[config.mk]
export PLATFORM = sky130hd
export DESIGN_NAME = cpu_load_sampler_unit
export DESIGN_NICKNAME = d
export VERILOG_FILES = /design/src/hw/rtl/cls_pkg.sv /design/src/hw/rtl/cls_div.sv /design/src/hw/rtl/cpu_load_sampler_unit.sv
export SDC_FILE = /design/constraint.sdc
export NUM_CORES = 1
export LEC_CHECK = 0
export BUFFER_PORTS_ARGS = -buffer_cell sky130_fd_sc_hd__buf_2
export CAP_MARGIN = 20
export CORE_MARGIN = 2
export CORE_UTILIZATION = 55
export DETAILED_ROUTE_END_ITERATION = 10
export GPL_ROUTABILITY_DRIVEN = 0
export PLACE_DENSITY = 0.72
export SYNTH_ARGS = -nofsm -noshare
export SYNTH_HDL_FRONTEND = slang
export SYNTH_SLANG_ARGS = --single-unit
export TNS_END_PERCENT = 1
[constraint.sdc]
create_clock -name clk -period 20.2 [get_ports clk]
set_clock_uncertainty 0.2 [all_clocks]
set_input_delay 4.04 -clock clk [delete_from_list [all_inputs] [get_ports clk]]
set_output_delay 4.04 -clock clk [all_outputs]
set_load 0.02 [all_outputs]
[src/hw/rtl/cls_pkg.sv]
// Shared widths and constants for the CPU load sampler.
`timescale 1ns / 1ps

package cls_pkg;

    localparam int DATA_W         = 32;
    localparam int CPU_W          = 8;
    localparam int CORE_COUNT_DEF = 4;

    localparam logic [DATA_W-1:0] MIN_WINDOW_RST = 32'd1000000;

endpackage

[src/hw/rtl/cls_div.sv]
// Radix-2 restoring divider: (dividend << 32) / divisor, one quotient bit per cycle.
`timescale 1ns / 1ps

module cls_div (
    input  logic                      clk,
    input  logic                      rst_n,
    input  logic                      start,
    input  logic [cls_pkg::DATA_W-1:0] dividend,
    input  logic [cls_pkg::DATA_W-1:0] divisor,
    output logic                      done,
    output logic [cls_pkg::DATA_W-1:0] quotient
);
    import cls_pkg::*;

    localparam int STEP_W = $clog2(DATA_W);
    localparam logic [STEP_W-1:0] LAST_STEP = STEP_W'(DATA_W - 1);

    logic              busy_reg;
    logic              done_reg;
    logic [STEP_W-1:0] cnt_reg;
    logic [DATA_W-1:0] rem_reg;
    logic [DATA_W-1:0] dvs_reg;
    logic [DATA_W-1:0] quo_reg;

    logic [DATA_W:0]   shifted;
    logic [DATA_W:0]   diff;
    logic              q_bit;

    // Caller guarantees dividend < divisor, so the remainder stays below divisor.
    assign shifted = {rem_reg, 1'b0};
    assign diff    = shifted - {1'b0, dvs_reg};
    assign q_bit   = ~diff[DATA_W];

    always_ff @(posedge clk or negedge rst_n)
    begin
        if (!rst_n)
        begin
            busy_reg <= 1'b0;
            done_reg <= 1'b0;
            cnt_reg  <= '0;
        end
        else
        begin
            done_reg <= 1'b0;
            if (start)
            begin
                busy_reg <= 1'b1;
                cnt_reg  <= '0;
            end
            else if (busy_reg)
            begin
                cnt_reg <= cnt_reg + 1'b1;
                if (cnt_reg == LAST_STEP)
                begin
                    busy_reg <= 1'b0;
                    done_reg <= 1'b1;
                end
            end
        end
    end

    always_ff @(posedge clk)
    begin
        if (start)
        begin
            rem_reg <= dividend;
            dvs_reg <= divisor;
        end
        else if (busy_reg)
        begin
            rem_reg <= q_bit ? diff[DATA_W-1:0] : shifted[DATA_W-1:0];
            quo_reg <= {quo_reg[DATA_W-2:0], q_bit};
        end
    end

    assign done     = done_reg;
    assign quotient = quo_reg;

endmodule

[src/hw/rtl/cpu_load_sampler_unit.sv]
// CPU load sampler: per-core busy share from idle time and timestamps.
// Usage:
//   Config: cfg_wr_en with cfg_wr_data writes min_window; write only while idle.
//   Input channel (in_valid/in_stall): cpu, source_ok, now, idle_total,
//   idle_running, idle_slice_start. One transaction in, one load out.
//   Output channel (out_valid/out_stall): load, held in an output register,
//   so the next request is taken while a result still waits.
// Flow:
//   Invalid core or no source: straight to DONE with a load of zero.
//   Sample inside min_window (stored load reused): LOOKUP, EVAL, DONE.
//   New measurement without division: LOOKUP, EVAL, WRITE, DONE.
//   New measurement with division: table read (LOOKUP), evaluate (EVAL), the
//   radix-2 divider (DIV), write-back (WRITE) and DONE.
//   One request is in flight at a time; in_stall is high while it works,
//   so a new request is taken only once the current one has left DONE.
// Reset clears the per-core valid bits (all cores read as never sampled,
// zero idle and zero load) and loads min_window with 1000000.
// A stalled receiver holds load; the block finishes its current request and
// waits with the next result until the output register frees.
`timescale 1ns / 1ps

module cpu_load_sampler_unit #(
    parameter int CORE_COUNT = cls_pkg::CORE_COUNT_DEF
) (
    input  logic                       clk,
    input  logic                       rst_n,
    input  logic                       cfg_wr_en,
    input  logic [cls_pkg::DATA_W-1:0] cfg_wr_data,
    input  logic                       in_valid,
    output logic                       in_stall,
    input  logic [cls_pkg::CPU_W-1:0]  cpu,
    input  logic                       source_ok,
    input  logic [cls_pkg::DATA_W-1:0] now,
    input  logic [cls_pkg::DATA_W-1:0] idle_total,
    input  logic                       idle_running,
    input  logic [cls_pkg::DATA_W-1:0] idle_slice_start,
    output logic                       out_valid,
    input  logic                       out_stall,
    output logic [cls_pkg::DATA_W-1:0] load
);
    import cls_pkg::*;

    localparam int IDX_W   = (CORE_COUNT > 1) ? $clog2(CORE_COUNT) : 1;
    localparam int ENTRY_W = 3 * DATA_W;

    typedef enum logic [5:0] {
        S_IDLE   = 6'b000001,
        S_LOOKUP = 6'b000010,
        S_EVAL   = 6'b000100,
        S_DIV    = 6'b001000,
        S_WRITE  = 6'b010000,
        S_DONE   = 6'b100000
    } state_t;

    state_t state_reg, state_next;

    logic [DATA_W-1:0]     min_window_reg;
    logic [CORE_COUNT-1:0] valid_reg;
    logic                  hit_reg;
    logic                  out_valid_reg, out_valid_next;

    logic [IDX_W-1:0]  idx_reg, idx_next;
    logic [DATA_W-1:0] now_reg, now_next;
    logic [DATA_W-1:0] idle_tot_reg, idle_tot_next;
    logic              running_reg, running_next;
    logic [DATA_W-1:0] slice_reg, slice_next;
    logic [DATA_W-1:0] idle_now_reg, idle_now_next;
    logic [DATA_W-1:0] res_reg, res_next;
    logic [DATA_W-1:0] load_reg, load_next;

    logic [ENTRY_W-1:0] mem [CORE_COUNT];
    logic [ENTRY_W-1:0] rd_reg;

    logic              accept;
    logic              in_range;
    logic              mem_we;
    logic [DATA_W-1:0] ent_idle, ent_stamp, ent_load;
    logic              sampled;
    logic [DATA_W-1:0] window;
    logic [DATA_W-1:0] idle_delta;
    logic              reuse;
    logic              need_div;
    logic              div_start;
    logic              div_done;
    logic [DATA_W-1:0] div_quo;

    assign accept   = in_valid && !in_stall;
    assign in_stall = (state_reg != S_IDLE);
    assign in_range = ({1'b0, cpu} < (CPU_W + 1)'(CORE_COUNT));
    assign mem_we   = (state_reg == S_WRITE);

    // Entry fields; a core never written reads as all zero.
    assign ent_idle   = hit_reg ? rd_reg[3*DATA_W-1:2*DATA_W] : '0;
    assign ent_stamp  = hit_reg ? rd_reg[2*DATA_W-1:DATA_W]   : '0;
    assign ent_load   = hit_reg ? rd_reg[DATA_W-1:0]          : '0;
    assign sampled    = (ent_stamp != '0);
    assign window     = now_reg - ent_stamp;
    assign idle_delta = idle_now_reg - ent_idle;
    assign reuse      = sampled && (window < min_window_reg);
    assign need_div   = sampled && (window != '0) && (idle_delta < window);
    assign div_start  = (state_reg == S_EVAL) && !reuse && need_div;

    cls_div u_div (
        .clk      (clk),
        .rst_n    (rst_n),
        .start    (div_start),
        .dividend (idle_delta),
        .divisor  (window),
        .done     (div_done),
        .quotient (div_quo)
    );

    always_comb
    begin
        state_next     = state_reg;
        out_valid_next = out_valid_reg && out_stall;
        idx_next       = idx_reg;
        now_next       = now_reg;
        idle_tot_next  = idle_tot_reg;
        running_next   = running_reg;
        slice_next     = slice_reg;
        idle_now_next  = idle_now_reg;
        res_next       = res_reg;
        load_next      = load_reg;

        case (state_reg)
            S_IDLE:
            begin
                if (accept)
                begin
                    idx_next      = cpu[IDX_W-1:0];
                    now_next      = now;
                    idle_tot_next = idle_total;
                    running_next  = idle_running;
                    slice_next    = idle_slice_start;
                    if (!in_range || !source_ok)
                    begin
                        res_next   = '0;
                        state_next = S_DONE;
                    end
                    else
                    begin
                        state_next = S_LOOKUP;
                    end
                end
            end
            S_LOOKUP:
            begin
                // Fold in the idle slice still running.
                idle_now_next = idle_tot_reg + (running_reg ? (now_reg - slice_reg) : '0);
                state_next    = S_EVAL;
            end
            S_EVAL:
            begin
                if (reuse)
                begin
                    res_next   = ent_load;
                    state_next = S_DONE;
                end
                else if (need_div)
                begin
                    state_next = S_DIV;
                end
                else
                begin
                    res_next   = '0;
                    state_next = S_WRITE;
                end
            end
            S_DIV:
            begin
                if (div_done)
                begin
                    res_next   = ~div_quo;
                    state_next = S_WRITE;
                end
            end
            S_WRITE:
            begin
                state_next = S_DONE;
            end
            S_DONE:
            begin
                if (!out_valid_reg || !out_stall)
                begin
                    out_valid_next = 1'b1;
                    load_next      = res_reg;
                    state_next     = S_IDLE;
                end
            end
            default:
            begin
                state_next = S_IDLE;
            end
        endcase
    end

    always_ff @(posedge clk or negedge rst_n)
    begin
        if (!rst_n)
        begin
            state_reg      <= S_IDLE;
            out_valid_reg  <= 1'b0;
            min_window_reg <= MIN_WINDOW_RST;
            valid_reg      <= '0;
            hit_reg        <= 1'b0;
        end
        else
        begin
            state_reg     <= state_next;
            out_valid_reg <= out_valid_next;
            hit_reg       <= valid_reg[idx_reg];
            if (cfg_wr_en)
            begin
                min_window_reg <= cfg_wr_data;
            end
            if (mem_we)
            begin
                valid_reg[idx_reg] <= 1'b1;
            end
        end
    end

    always_ff @(posedge clk)
    begin
        idx_reg      <= idx_next;
        now_reg      <= now_next;
        idle_tot_reg <= idle_tot_next;
        running_reg  <= running_next;
        slice_reg    <= slice_next;
        idle_now_reg <= idle_now_next;
        res_reg      <= res_next;
        load_reg     <= load_next;
    end

    // Per-core table: idle total, stamp, load.
    always_ff @(posedge clk)
    begin
        if (mem_we)
        begin
            mem[idx_reg] <= {idle_now_reg, now_reg, res_reg};
        end
        rd_reg <= mem[idx_reg];
    end

    assign out_valid = out_valid_reg;
    assign load      = load_reg;

    a_div_done_in_div: assert property (@(posedge clk) disable iff (!rst_n)
        div_done |-> (state_reg == S_DIV))
        else $error("divider finished outside the divide state");

    a_write_sets_valid: assert property (@(posedge clk) disable iff (!rst_n)
        mem_we |=> valid_reg[$past(idx_reg)])
        else $error("table write did not mark the core as valid");

    a_done_delivers: assert property (@(posedge clk) disable iff (!rst_n)
        ((state_reg == S_DONE) && !out_valid_reg) |=> (out_valid_reg && (load_reg == $past(res_reg))))
        else $error("finished result not moved to the output register");

endmodule

==> impl_results.md <==
- Synth unique cells: 88
- Layout cells sized above 1: 0.176
- Worst r2r path cells: 26
- Hold Path Origin: u_div.quotient[14]
- CP arrival: 7.43 ns
- Ys flop type: edfxtp_1
- Critical path capture point type: flip-flop
- Vias in the first global route: about 23k
- Clock share of power: 0.380
- Min cycle time layout: about 7.4 ns
- Maxcap violations: 0
- Number of inserted diodes: 0
- Avg Synthesized Cell Area: 13.7 um2
- R2r startpoint: hit_reg
- Slowest cell on the critical path: dfrtp_2
- Largest register FFs: roughly 380
- CTS Buffer Depth: 3
- TritonCTS clock tree: done
- Worst vdd ir: slightly below 0.00009 V
- Unrepaired setup endpoints after global routing: false
- Period utilization: 0.365
- Comb power frac: 0.142
- Initial core utilization: 0.554
- # fillers: 4,927
- Number of cell rows: 96
- Setup crit start: hit_reg
- Sw Ratio: 0.254
- Mapped Cells: about 2.8k
- CTS Hold Bufs: 0
- Vias: approximately 23k
- Max-slew violation count: 0
- Max FO, Critical Path: about 40
- Total track usage: 0.230
- Final Setup Violations: 0
- Final Power: approximately 0.0041 W
- Die ar.: ~71,000 um2
- Pwr dens: between 90 and 100 nW/um2
- DR WL/cell: approximately 21 um
- Hold Path Depth: 0
- Worst Hold Class: flip-flop to flip-flop
- Startpoint Class: flip-flop
- Total grt overflow: 0
- Run status: complete, no violations
- Max incr delay on CP: ~0.71 ns
- Top cell type's share of synthesized area: 0.535
- Setup Crit Path Kind: flip-flop to flip-flop
- IO Port Bufs: 176
- DP Area: 39,800 um2
- Hold_ws: around 0.24 ns
- EDFF count, synth: 675
- Synth area leaders: edfxtp_1 53%, ha_1 7.0%, mux4_2 5.8%
- Clock sink count: 822
- Worst hold endpoint: u_div.quotient[15]
- NetSw: around 0.0010 W
- DP Worst Slack: ~12 ns
- Total nets after synthesis: 3,118
- H-tree depth: 3
- Tightest Pin Transition: 1.09 ns
- CTS Buf Count: between 80 and 90
- Post-synth ARST share: 0.0620
- Root Driver: clkbuf_16
- Int Power: slightly above 0.003 W
- Worst slew margin: 0.273
- Drt pass-1 iters: 5
- Largest net degree at the start of global routing: 102
- Most frequent CP cell: a21oi_1
- Remaining antenna violation count: 0
- Critical path's top delay family: compound AO/OA/AOI/OAI gates
- Nets@finish: 3,333
- Post-DP HPWL: 55,600 um
- Worst r2r dst: u_div.rem_reg[26]
- Initial antenna violation count: 0
- CTS resizes: 0
- First-pass GRT wire length: between 100,000 and 150,000 um
- Post-synthesis sequential area ratio: 0.619
- P&R area growth vs syn: 12.7%
- Fmax: 135 MHz
- Yosys reg bits: between 800 and 900
- Drt drc: 0
- Final hold vios: 0
- Leak Pwr: around 16 nW
- Clock Latency Late Sink: ~0.65 ns
- Setup TNS: 0 ns
- Via density: between 5 and 6
- Seq pwr share: 0.478
- Yosys top cell by area: edfxtp_1
- Initial DRC Count: around 1.8k
- WP data required: 20.25 ns
- Chip height: approximately 270 um
- Slack of the worst reg-to-reg path: between 10 and 15 ns
- IO Count: between 150 and 200
- WL final: slightly above 80,000 um
- Die span in x: roughly 270 um
- Cell area after synthesis: approximately 38,000 um2
- Layout Cell Area excl Fill: 42,700 um2
- Clk pin slew, worst setup/hold paths: roughly 0.06 ns
- Synth warn: 0
- Post-route worst setup slack: ~13 ns
- Buffers inserted by post-CTS timing repair: 0
- Worst Path Buf+Inv: 2
- Core area: between 60,000 and 70,000 um2
[worst max path at each step]
stage / cells after the start / slack, ns / endpoint
6_report: 26 / 12.82 / u_div.rem_reg[26]
5_1_grt: 26 / 12.26 / u_div.rem_reg[18]
4_1_cts: 26 / 12.35 / u_div.rem_reg[28]
3_5_place_dp: 26 / 12.41 / u_div.rem_reg[30]
3_3_place_gp: 26 / 12.61 / u_div.rem_reg[31]
2_1_floorplan: 4 / 11.25 / valid_reg[1]
[synthesized netlist by cell type, types with 40 or more instances]
| cell | instances |
|---|---|
| a21oi_1 | 153 |
| clkbuf_1 | 44 |
| a21o_1 | 64 |
| nand2_1 | 214 |
| mux4_2 | 97 |
| dfrtp_1 | 43 |
| edfxtp_1 | 675 |
| inv_1 | 177 |
| dfxtp_1 | 96 |
| ha_1 | 211 |
| xor2_1 | 40 |
| nor2_1 | 120 |
| o21ai_0 | 148 |
| nor3_1 | 45 |
| xnor2_1 | 84 |
| mux2_2 | 50 |
[power groups by stage]
stage	clock network, W	logic (W)	registers, W
after global routing	0.00166	0.000646	0.00198
after CTS	0.00160	0.000581	0.00197
after detailed placement	0	0.000577	0.00200
final	0.00157	0.000586	0.00197
after floorplan	0	0.000417	0.00199
after global placement	0	0.000555	0.00200
[metrics by stage]
stage | utilization | instances
5_1_grt | 0.624 | 3925
3_3_place_gp | 0.582 | 3770
3_5_place_dp | 0.582 | 3770
6_report | 0.624 | 3925
2_1_floorplan | - | 2759
4_1_cts | 0.623 | 3924
[cell type report]
cell class / instances / area [um2] / share of cell area
repair buffers: 200 / 1090 / 0.0254
multi-input cells: 1689 / 13500 / 0.316
clock inverters: 42 / 484 / 0.0113
clock buffers: 112 / 2370 / 0.0555
well taps: 882 / 1100 / 0.0258
flip-flops and latches: 822 / 23500 / 0.550
inverters: 178 / 671 / 0.0157
[worst register-to-register path, cell delays in order (launching register included)]
cell and delay, ns:
dfrtp_2 0.71, and2_1 0.21, ha_1 0.17, inv_1 0.06
fa_1 0.44, a211oi_1 0.28, o21bai_1 0.17, a211oi_1 0.45
nor3_1 0.14, a31oi_1 0.34, o21ai_0 0.14, a21oi_1 0.32
o211ai_1 0.18, a31o_2 0.25, a21oi_1 0.17, xnor2_1 0.17
ha_1 0.28, a21o_1 0.16, a21oi_1 0.13, nor2b_1 0.05
o21ai_0 0.17, nand2_1 0.07, a31oi_1 0.20, nand3_2 0.13
nor3b_4 0.20, buf_4 0.46, or2_2 0.73
[cells in the final DEF (no fill, tap or decap), types with 40 or more instances in the layout]
cell type  instances
xor2_1            40
mux4_2            97
dfxtp_1           96
dfrtp_1           42
mux2_2            50
xnor2_1           84
nor2_1           119
edfxtp_1         675
nor3_1            43
o21ai_0          148
ha_1             211
nand2_1          214
a21o_1            64
a21oi_1          151
inv_1            176
buf_2            176
clkbuf_16         86
[metal layers]
| metal | GRT usage | up-vias | wire length, um |
|---|---|---|---|
| met5 | 0 | - | 0 |
| met4 | 0.0654 | 0 | 1630 |
| met3 | 0.0352 | 128 | 5690 |
| met2 | 0.364 | 836 | 37900 |
| met1 | 0.333 | 11500 | 36800 |
| li1 | - | 10900 | - |
[kinds of logic (layout without fill, tap and decap cells)]
family | count (synthesis) | after routing | synth area share
fa+ha+maj | 219 | 219 | 0.0732
xor+xnor | 127 | 127 | 0.0299
compound gates | 561 | 561 | 0.0945
flops | 822 | 822 | 0.619
simple gates | 614 | 614 | 0.0787
mux | 168 | 168 | 0.0784
buf+inv | 248 | 532 | 0.0258
(Power assumes the default switching activity.)
